File: src/rtl/timestamped_ring_recall_defines.svh
// Assertion macros for the timestamped ring recall block.
// Used by the top level; expects clk and rst_n in scope.
`ifndef TIMESTAMPED_RING_RECALL_DEFINES_SVH
`define TIMESTAMPED_RING_RECALL_DEFINES_SVH

`ifndef SYNTHESIS
`define TRR_ASSERT_IMP(label, ante, cons) \
    label: assert property (@(posedge clk) disable iff (!rst_n) (ante) |-> (cons)) \
        else $error("trr: implication check failed");
`define TRR_ASSERT_NEXT(label, ante, cons) \
    label: assert property (@(posedge clk) disable iff (!rst_n) (ante) |=> (cons)) \
        else $error("trr: next-cycle check failed");
`else
`define TRR_ASSERT_IMP(label, ante, cons)
`define TRR_ASSERT_NEXT(label, ante, cons)
`endif

`endif

File: src/rtl/trr_pkg.sv
// Shared types and constants for the timestamped ring recall block.
// No dependencies.
`default_nettype none

package trr_pkg;

    localparam int DEPTH_DEFAULT         = 16;
    localparam int PAYLOAD_WIDTH_DEFAULT = 64;

    localparam int ACTION_W      = 2;
    localparam int STAMP_W       = 32;
    localparam int AGE_W         = 16;
    localparam int RING_LEN_W    = 5;
    localparam int CFG_INDEX_W   = 2;
    localparam int CFG_DATA_W    = 16;

    localparam logic [RING_LEN_W-1:0] RING_LEN_RESET = 5'd16;
    localparam logic [AGE_W-1:0]      MAX_AGE_RESET  = 16'd100;

    localparam logic [ACTION_W-1:0] ACT_PUSH   = 2'd0;
    localparam logic [ACTION_W-1:0] ACT_RECALL = 2'd1;
    localparam logic [ACTION_W-1:0] ACT_CLEAR  = 2'd2;

    localparam logic [CFG_INDEX_W-1:0] REG_RING_LENGTH = 2'd0;
    localparam logic [CFG_INDEX_W-1:0] REG_MAX_AGE     = 2'd1;

    typedef struct packed {
        logic accept;
        logic later;
    } match_t;

endpackage

`default_nettype wire

File: src/rtl/trr_ram.sv
// Generic single-write, single-read RAM with registered read data.
// No dependencies.
`default_nettype none

module trr_ram #(
    parameter int WIDTH = 32,
    parameter int DEPTH = 16
) (
    input  wire logic                     clk,
    input  wire logic                     we,
    input  wire logic [$clog2(DEPTH)-1:0] waddr,
    input  wire logic [WIDTH-1:0]         wdata,
    input  wire logic [$clog2(DEPTH)-1:0] raddr,
    output logic      [WIDTH-1:0]         rdata
);

    logic [WIDTH-1:0] mem [DEPTH];

    always_ff @(posedge clk)
    begin
        if (we)
        begin
            mem[waddr] <= wdata;
        end
        rdata <= mem[raddr];
    end

endmodule

`default_nettype wire

File: src/rtl/trr_match.sv
// Shared stamp compare unit: one subtract gives both the age test and the later test.
// Depends on trr_pkg.
`default_nettype none

module trr_match (
    input  wire logic [trr_pkg::STAMP_W-1:0] stamp,
    input  wire logic                        stamp_valid,
    input  wire logic [trr_pkg::STAMP_W-1:0] query,
    input  wire logic [trr_pkg::AGE_W-1:0]   max_age,
    output trr_pkg::match_t                  result
);
    import trr_pkg::*;

    logic [STAMP_W-1:0] stamp_eff;
    logic [STAMP_W:0]   diff;

    always_comb
    begin
        stamp_eff     = stamp_valid ? stamp : '0;
        diff          = {1'b0, query} - {1'b0, stamp_eff};
        result.later  = diff[STAMP_W];
        result.accept = (stamp_eff != '0) && !diff[STAMP_W]
                        && (diff[STAMP_W-1:0] < STAMP_W'(max_age));
    end

endmodule

`default_nettype wire

File: src/rtl/timestamped_ring_recall.sv
// Ring of time-stamped observations with recall by query time (top level).
// Depends on trr_pkg, trr_ram, trr_match and timestamped_ring_recall_defines.svh.
//
// Usage:
//   Input channel (in_valid/in_ready) carries action, stamp_ms, payload and
//   query_time_ms. Every transaction yields exactly one result transaction on
//   out_valid/out_ready (found, out_stamp_ms, out_payload).
//   Push, clear and unused actions: the result is registered via EXEC and DONE.
//   Recall: k (1..DEPTH) is the number of entries walked; each entry takes a
//   RAM read (READ) and then a test in the shared compare unit (EVAL), then
//   COMMIT and DONE follow. A recall with no new data goes from EXEC to DONE.
//   in_ready is high only between items; one item is in flight at a time.
//   The result sits in an output register; the next item is accepted while it
//   waits. If the receiver stalls, a finished item holds in its last state
//   until the output register frees up.
//   Configuration port (cfg_valid/cfg_ready, always ready): index 0 is
//   ring_length, index 1 is max_age_ms; write only while idle.
//   Reset: store reads empty (per-entry valid bits cleared), pointers and the
//   new-data flag at zero, ring_length 16, max_age_ms 100. No clearing pass.
`default_nettype none
`include "timestamped_ring_recall_defines.svh"

module timestamped_ring_recall #(
    parameter int DEPTH         = trr_pkg::DEPTH_DEFAULT,
    parameter int PAYLOAD_WIDTH = trr_pkg::PAYLOAD_WIDTH_DEFAULT
) (
    input  wire logic                            clk,
    input  wire logic                            rst_n,
    input  wire logic                            in_valid,
    output logic                                 in_ready,
    input  wire logic [trr_pkg::ACTION_W-1:0]    action,
    input  wire logic [trr_pkg::STAMP_W-1:0]     stamp_ms,
    input  wire logic [PAYLOAD_WIDTH-1:0]        payload,
    input  wire logic [trr_pkg::STAMP_W-1:0]     query_time_ms,
    output logic                                 out_valid,
    input  wire logic                            out_ready,
    output logic                                 found,
    output logic      [trr_pkg::STAMP_W-1:0]     out_stamp_ms,
    output logic      [PAYLOAD_WIDTH-1:0]        out_payload,
    input  wire logic                            cfg_valid,
    output logic                                 cfg_ready,
    input  wire logic [trr_pkg::CFG_INDEX_W-1:0] cfg_index,
    input  wire logic [trr_pkg::CFG_DATA_W-1:0]  cfg_data
);
    import trr_pkg::*;

    localparam int PTR_W = $clog2(DEPTH);
    localparam int CW    = (PTR_W + 1 > RING_LEN_W + 1) ? PTR_W + 1 : RING_LEN_W + 1;

    localparam logic [2:0] S_IDLE   = 3'd0;
    localparam logic [2:0] S_EXEC   = 3'd1;
    localparam logic [2:0] S_READ   = 3'd2;
    localparam logic [2:0] S_EVAL   = 3'd3;
    localparam logic [2:0] S_COMMIT = 3'd4;
    localparam logic [2:0] S_DONE   = 3'd5;

    logic [2:0]               state_reg;
    logic [ACTION_W-1:0]      act_reg;
    logic [STAMP_W-1:0]       stamp_in_reg;
    logic [PAYLOAD_WIDTH-1:0] pay_in_reg;
    logic [STAMP_W-1:0]       qt_reg;
    logic [PTR_W-1:0]         head_reg;
    logic [PTR_W-1:0]         tail_reg;
    logic [PTR_W-1:0]         walk_reg;
    logic [PTR_W-1:0]         cnt_reg;
    logic [PTR_W-1:0]         best_reg;
    logic                     hit_reg;
    logic                     single_reg;
    logic                     flag_reg;
    logic [DEPTH-1:0]         valid_reg;
    logic [STAMP_W-1:0]       best_stamp_reg;
    logic [PAYLOAD_WIDTH-1:0] best_pay_reg;
    logic                     out_valid_reg;
    logic                     found_reg;
    logic [STAMP_W-1:0]       out_stamp_reg;
    logic [PAYLOAD_WIDTH-1:0] out_pay_reg;
    logic [RING_LEN_W-1:0]    ring_length_reg;
    logic [AGE_W-1:0]         max_age_reg;

    logic [CW-1:0]            rl_ext;
    logic [CW-1:0]            eff_len;
    logic [PTR_W-1:0]         head_adv;
    logic [PTR_W-1:0]         walk_adv;
    logic [PTR_W-1:0]         best_adv;
    logic                     push_we;
    logic [STAMP_W-1:0]       rd_stamp;
    logic [PAYLOAD_WIDTH-1:0] rd_pay;
    match_t                   match;

    function automatic logic [PTR_W-1:0] adv(
        input logic [PTR_W-1:0] p,
        input logic [CW-1:0]    len
    );
        logic [CW-1:0] n;
        begin
            n = CW'(p) + CW'(1);
            return (n >= len) ? '0 : PTR_W'(n);
        end
    endfunction

    always_comb
    begin
        rl_ext = CW'(ring_length_reg);
        if (rl_ext == '0)
        begin
            eff_len = CW'(1);
        end
        else if (rl_ext > CW'(DEPTH))
        begin
            eff_len = CW'(DEPTH);
        end
        else
        begin
            eff_len = rl_ext;
        end
    end

    assign head_adv = adv(head_reg, eff_len);
    assign walk_adv = adv(walk_reg, eff_len);
    assign best_adv = adv(best_reg, eff_len);
    assign push_we  = (state_reg == S_EXEC) && (act_reg == ACT_PUSH);

    trr_ram #(
        .WIDTH (STAMP_W),
        .DEPTH (DEPTH)
    ) u_stamp_ram (
        .clk   (clk),
        .we    (push_we),
        .waddr (head_adv),
        .wdata (stamp_in_reg),
        .raddr (walk_reg),
        .rdata (rd_stamp)
    );

    trr_ram #(
        .WIDTH (PAYLOAD_WIDTH),
        .DEPTH (DEPTH)
    ) u_payload_ram (
        .clk   (clk),
        .we    (push_we),
        .waddr (head_adv),
        .wdata (pay_in_reg),
        .raddr (walk_reg),
        .rdata (rd_pay)
    );

    trr_match u_match (
        .stamp       (rd_stamp),
        .stamp_valid (valid_reg[walk_reg]),
        .query       (qt_reg),
        .max_age     (max_age_reg),
        .result      (match)
    );

    assign in_ready     = (state_reg == S_IDLE);
    assign cfg_ready    = 1'b1;
    assign out_valid    = out_valid_reg;
    assign found        = found_reg;
    assign out_stamp_ms = out_stamp_reg;
    assign out_payload  = out_pay_reg;

    always_ff @(posedge clk or negedge rst_n)
    begin
        if (!rst_n)
        begin
            state_reg       <= S_IDLE;
            act_reg         <= '0;
            stamp_in_reg    <= '0;
            pay_in_reg      <= '0;
            qt_reg          <= '0;
            head_reg        <= '0;
            tail_reg        <= '0;
            walk_reg        <= '0;
            cnt_reg         <= '0;
            best_reg        <= '0;
            hit_reg         <= 1'b0;
            single_reg      <= 1'b0;
            flag_reg        <= 1'b0;
            valid_reg       <= '0;
            best_stamp_reg  <= '0;
            best_pay_reg    <= '0;
            out_valid_reg   <= 1'b0;
            found_reg       <= 1'b0;
            out_stamp_reg   <= '0;
            out_pay_reg     <= '0;
            ring_length_reg <= RING_LEN_RESET;
            max_age_reg     <= MAX_AGE_RESET;
        end
        else
        begin
            if (cfg_valid)
            begin
                unique case (cfg_index)
                    REG_RING_LENGTH: ring_length_reg <= cfg_data[RING_LEN_W-1:0];
                    REG_MAX_AGE:     max_age_reg     <= cfg_data[AGE_W-1:0];
                    default:         ;
                endcase
            end

            // in S_DONE the output register is reloaded below
            if (out_valid_reg && out_ready && state_reg != S_DONE)
            begin
                out_valid_reg <= 1'b0;
            end

            unique case (state_reg)
                S_IDLE:
                begin
                    if (in_valid)
                    begin
                        act_reg      <= action;
                        stamp_in_reg <= stamp_ms;
                        pay_in_reg   <= payload;
                        qt_reg       <= query_time_ms;
                        state_reg    <= S_EXEC;
                    end
                end
                S_EXEC:
                begin
                    hit_reg   <= 1'b0;
                    state_reg <= S_DONE;
                    unique case (act_reg)
                        ACT_PUSH:
                        begin
                            valid_reg[head_adv] <= 1'b1;
                            head_reg            <= head_adv;
                            flag_reg            <= 1'b1;
                        end
                        ACT_CLEAR:
                        begin
                            valid_reg <= '0;
                            head_reg  <= '0;
                            tail_reg  <= '0;
                            flag_reg  <= 1'b0;
                        end
                        ACT_RECALL:
                        begin
                            if (flag_reg)
                            begin
                                walk_reg   <= tail_reg;
                                cnt_reg    <= '0;
                                single_reg <= (head_reg == tail_reg);
                                state_reg  <= S_READ;
                            end
                        end
                        default: ;
                    endcase
                end
                S_READ:
                begin
                    state_reg <= S_EVAL;
                end
                S_EVAL:
                begin
                    if (match.accept)
                    begin
                        hit_reg        <= 1'b1;
                        best_reg       <= walk_reg;
                        best_stamp_reg <= rd_stamp;
                        best_pay_reg   <= rd_pay;
                    end
                    if (single_reg || match.later || cnt_reg == PTR_W'(DEPTH - 1)
                        || walk_adv == head_reg)
                    begin
                        state_reg <= S_COMMIT;
                    end
                    else
                    begin
                        walk_reg  <= walk_adv;
                        cnt_reg   <= cnt_reg + PTR_W'(1);
                        state_reg <= S_READ;
                    end
                end
                S_COMMIT:
                begin
                    if (hit_reg)
                    begin
                        tail_reg            <= best_adv;
                        valid_reg[best_reg] <= 1'b0;
                        if (single_reg)
                        begin
                            flag_reg <= 1'b0;
                        end
                    end
                    state_reg <= S_DONE;
                end
                S_DONE:
                begin
                    if (!out_valid_reg || out_ready)
                    begin
                        out_valid_reg <= 1'b1;
                        found_reg     <= hit_reg;
                        out_stamp_reg <= hit_reg ? best_stamp_reg : '0;
                        out_pay_reg   <= hit_reg ? best_pay_reg : '0;
                        state_reg     <= S_IDLE;
                    end
                end
                default:
                begin
                    state_reg <= S_IDLE;
                end
            endcase
        end
    end

    `TRR_ASSERT_IMP(a_ptr_range, 1'b1, (CW'(head_reg) < CW'(DEPTH)) && (CW'(tail_reg) < CW'(DEPTH)))
    `TRR_ASSERT_IMP(a_found_stamp, out_valid_reg && found_reg, out_stamp_reg != '0)
    `TRR_ASSERT_NEXT(a_push_flag, push_we, flag_reg && valid_reg[head_reg])

endmodule

`default_nettype wire
File: config.mk
export PLATFORM = sky130hd
export DESIGN_NAME = timestamped_ring_recall
export DESIGN_NICKNAME = d
export VERILOG_FILES = /design/src/rtl/trr_pkg.sv /design/src/rtl/trr_ram.sv /design/src/rtl/trr_match.sv /design/src/rtl/timestamped_ring_recall.sv
export VERILOG_INCLUDE_DIRS = /design/src /design/src/rtl
export SDC_FILE = /design/constraint.sdc
export NUM_CORES = 2
export LEC_CHECK = 0
export BUFFER_PORTS_ARGS = -buffer_cell sky130_fd_sc_hd__buf_2
export CAP_MARGIN = 25
export CORE_MARGIN = 2
export CORE_UTILIZATION = 40
export DETAILED_ROUTE_END_ITERATION = 7
export GPL_TIMING_DRIVEN = 1
export PLACE_DENSITY = 0.6
export SLEW_MARGIN = 5
export SYNTH_ARGS = -nofsm -noshare
export SYNTH_HDL_FRONTEND = slang
export SYNTH_SLANG_ARGS = --single-unit
File: constraint.sdc
create_clock -name clk -period 6.6 [get_ports clk]
set_input_delay 0 -clock clk [delete_from_list [all_inputs] [get_ports clk]]
set_output_delay 0 -clock clk [all_outputs]
set_load 0.02 [all_outputs]
==> flow_metrics.env <==
export IMPL_ys_ff_latch=2019
export IMPL_drcViolationCount=0
export IMPL_top_register="u_payload_ram.mem"
export IMPL_pwr_share_comb_pct=19.8
export IMPL_drive_gt1_share_pct=30.08
export IMPL_grt_max_degree=145
export IMPL_intPower_uw=26960
export IMPL_grt_pass1_vias=40360
export IMPL_avgViaCountPerCell=5.387
export IMPL_path_max_fanout=10
export IMPL_worstHoldPathType="primary input to register"
export IMPL_setup_worst_path_start_class="register"
export IMPL_highest_layer="met5"
export IMPL_drt_met1_wl_um=83280
export IMPL_gp_congestion=0.8523
export IMPL_synth_top_cells_by_count="edfxtp_1 (1536), mux4_2 (484), dfrtp_1 (383), nand2_1 (287), mux2_2 (164)"
export IMPL_slew_violations=0
export IMPL_synth_area_per_cell_um2=20.11
export IMPL_finalNetCount=4778
export IMPL_finalSetupViolCount=0
export IMPL_rsz0062_at_grt="false"
export IMPL_status="finished, final reports clean"
export IMPL_start_util_pct=40.34
export IMPL_core_mm2=0.1930
export IMPL_yosys_cell_types_count=73
export IMPL_htreeDepth=4
export IMPL_cts_tree="yes"
export IMPL_swShare_pct=28.30
export IMPL_irDropWorstVdd_mv=0.3092
export IMPL_ys_flop_type="edfxtp_1"
export IMPL_cap_violations=0
export IMPL_clk_pin_slew_ns=0.06
export IMPL_first_pass_iters=6
export IMPL_num_rows=161
export IMPL_ys_top_cells_by_area="edfxtp_1 (59%), mux4_2 (14%), dfrtp_1 (12%)"
export IMPL_worstSkewPairLatency_ns=0.86
export IMPL_hold_violations=0
export IMPL_vias=39120
export IMPL_crit_required_ns=7.29
export IMPL_fin_crit_sh_pct=94.86
export IMPL_top_regs="u_payload_ram.mem: 1024 flops, u_stamp_ram.mem: 512 flops"
export IMPL_cts_path_max_buffers=3
export IMPL_syn_inst=3871
export IMPL_synth_edf_count=1536
export IMPL_worst_slack_ns=0.3391
export IMPL_max_freq_ghz=0.1597
export IMPL_cts_buffers=205
export IMPL_yosysSeqAreaShare_pct=74.17
export IMPL_wl_met3_um=10340
export IMPL_switchingPower_uw=10640
export IMPL_slew_headroom_pct=32.04
export IMPL_wl_um=190100
export IMPL_end_kind="register"
export IMPL_yosysMostFrequentCell="edfxtp_1"
export IMPL_holdWs_ns=0.03845
export IMPL_syn_area_mm2=0.07784
export IMPL_die_area_mm2=0.1982
export IMPL_dr_wl_met2_um=91990
export IMPL_synth_fp_nets=4095
export IMPL_cts_root_buf="clkbuf_16"
export IMPL_die_w_um=445.1
export IMPL_post_place_ws_ns=0.09623
export IMPL_clock_sinks=2019
export IMPL_clock_skew_final_ns=0.06474
export IMPL_yosysWarnings=0
export IMPL_grt_antenna_before_repair=7
export IMPL_drtAntennaViolNets=0
export IMPL_p_per_area_mw_per_mm2=404.1
export IMPL_yosys_area_top_type="edfxtp_1"
export IMPL_syn_to_final_growth_pct=19.52
export IMPL_ios=253
export IMPL_portBuffers=251
export IMPL_finalCriticalPeriod_ns=6.261
export IMPL_tightest_slew_ns=1.019
export IMPL_worstSetupPathType="register to register"
export IMPL_dp_hpwl_um=99230
export IMPL_synth_top_cell_area_share_pct=59.25
export IMPL_pwr_share_clk_pct=31.6
export IMPL_crit_arrival_ns=6.95
export IMPL_largest_reg_flops=1024
export IMPL_die_h_um=445.1
export IMPL_synthArstFlopShare_pct=19.17
export IMPL_grt_usage_pct=19.08
export IMPL_drt_iter0_drc=3743
export IMPL_overflow=0
export IMPL_grt_pass1_wl_um=276800
export IMPL_seq_power_share_pct=48.6
export IMPL_wl_per_cell_um=26.18
export IMPL_leakagePower_uw=0.03238
## logic make-up after synthesis
logic type      after synthesis  synth area share, %
flops                      2019                74.17
mux                         742                18.16
simple gates                455                2.554
compound gates              310                2.324
buf+inv                     240                1.263
fa+ha+maj                    71                1.151
xor+xnor                     33               0.3713
other cells                   1             0.004817
## metrics by stage
stage / TNS (ns) / utilization [%] / std cells / power [uW] / instance area (um2)
after global routing: 0 / 48.21 / 7261 / 39330 / 93040
final: 0 / 48.21 / 7261 / 37600 / 93040
after detailed placement: 0 / 42.79 / 6529 / 25690 / 82570
after global placement: 0 / 42.77 / 6527 / 25570 / 82540
after floorplan: -499.63 / - / 3871 / 23090 / 77840
after CTS: 0 / 48.14 / 7250 / 37920 / 92900
## final timing paths
| check | start | end | slack, ns | cells after the start |
|---|---|---|---|---|
| max in group asynchronous | rst_n | qt_reg[19] | 5.27 | 4 |
| hold reg to reg | u_payload_ram.rdata[15] | best_pay_reg[15] | 0.44 | 1 |
| setup / recovery | walk_reg[0] | best_stamp_reg[20] | 0.34 | 25 |
| setup reg to reg | walk_reg[0] | best_stamp_reg[20] | 0.34 | 25 |
| hold / removal | stamp_ms[29] | stamp_in_reg[29] | 0.04 | 3 |
| min in group asynchronous | rst_n | max_age_reg[6] | 0.42 | 3 |
## cell type report
class | count | area (um2)
Fill cell | 15810 | 99950
Sequential cell | 2019 | 57750
Multi-Input combinational cell | 1612 | 19280
Timing Repair Buffer | 673 | 5709
Clock buffer | 270 | 5608
Tap cell | 2526 | 3161
Clock inverter | 117 | 1359
Inverter | 43 | 168.9
Antenna cell | 1 | 2.502
## power by group through the flow
stage               sequential, uW  combinational (uW)  clock [uW]
global placement             18400                7140           0
detailed placement           18600                7140           0
finish                       18300                7450       11900
CTS                          18300                7480       12100
global route                 18500                8150       12600
floorplan                    17700                5390           0
## per-layer routing
| metal | track usage, % | up-vias |
|---|---|---|
| met2 | 30.74 | 1135 |
| li1 | - | 16910 |
| met4 | 5.171 | 2 |
| met5 | 0 | - |
| met1 | 26.86 | 20790 |
| met3 | 3.360 | 283 |
## cells in the final DEF (no fill, tap or decap), drive strengths merged, types with 7 or more instances in the layout
master	Yosys	routed
a21o	20	20
a21oi	57	57
a31oi	9	9
and2	7	7
buf	47	339
bufinv	0	24
clkbuf	150	271
clkinv	0	80
dfrtp	383	383
dfxtp	96	96
dlygate4sd3	0	333
edfxtp	1536	1536
ha	70	70
inv	43	50
mux2	254	254
mux4	484	484
nand2	287	287
nand2b	17	17
nand3	25	25
nand4	16	16
nor2	56	56
nor4	12	12
o211ai	11	11
o21a	9	9
o21ai	163	163
xnor2	18	18
xor2	15	15
## repair_timing
action / in CTS / in global routing
setup buffers: 0 / 7
hold buffers: 334 / 0
endpoints found under the hold margin: 259 / 0
gates resized for setup: 0 / 5
endpoints found under the setup margin: 0 / 73
## critical path, cell delays in order (launching register included)
cell and delay, ns:
dfrtp_4 0.44, mux4_2 0.51, and2_1 0.18, a211oi_2 0.24
a21oi_2 0.11, and2_1 0.20, ha_1 0.20, fa_1 0.43
nand2b_1 0.18, a21oi_1 0.23, o21ai_2 0.14, nand2_1 0.12
xor2_1 0.19, ha_1 0.29, a21oi_1 0.17, nand2_1 0.07
a211oi_1 0.26, nor2_1 0.08, or4_1 0.42, nor4_2 0.18
nand4_1 0.16, nor4b_2 0.27, nand4_1 0.23, clkbuf_16 0.26
buf_4 0.23, mux2_4 0.31
Power figures use the tool's default switching activity.
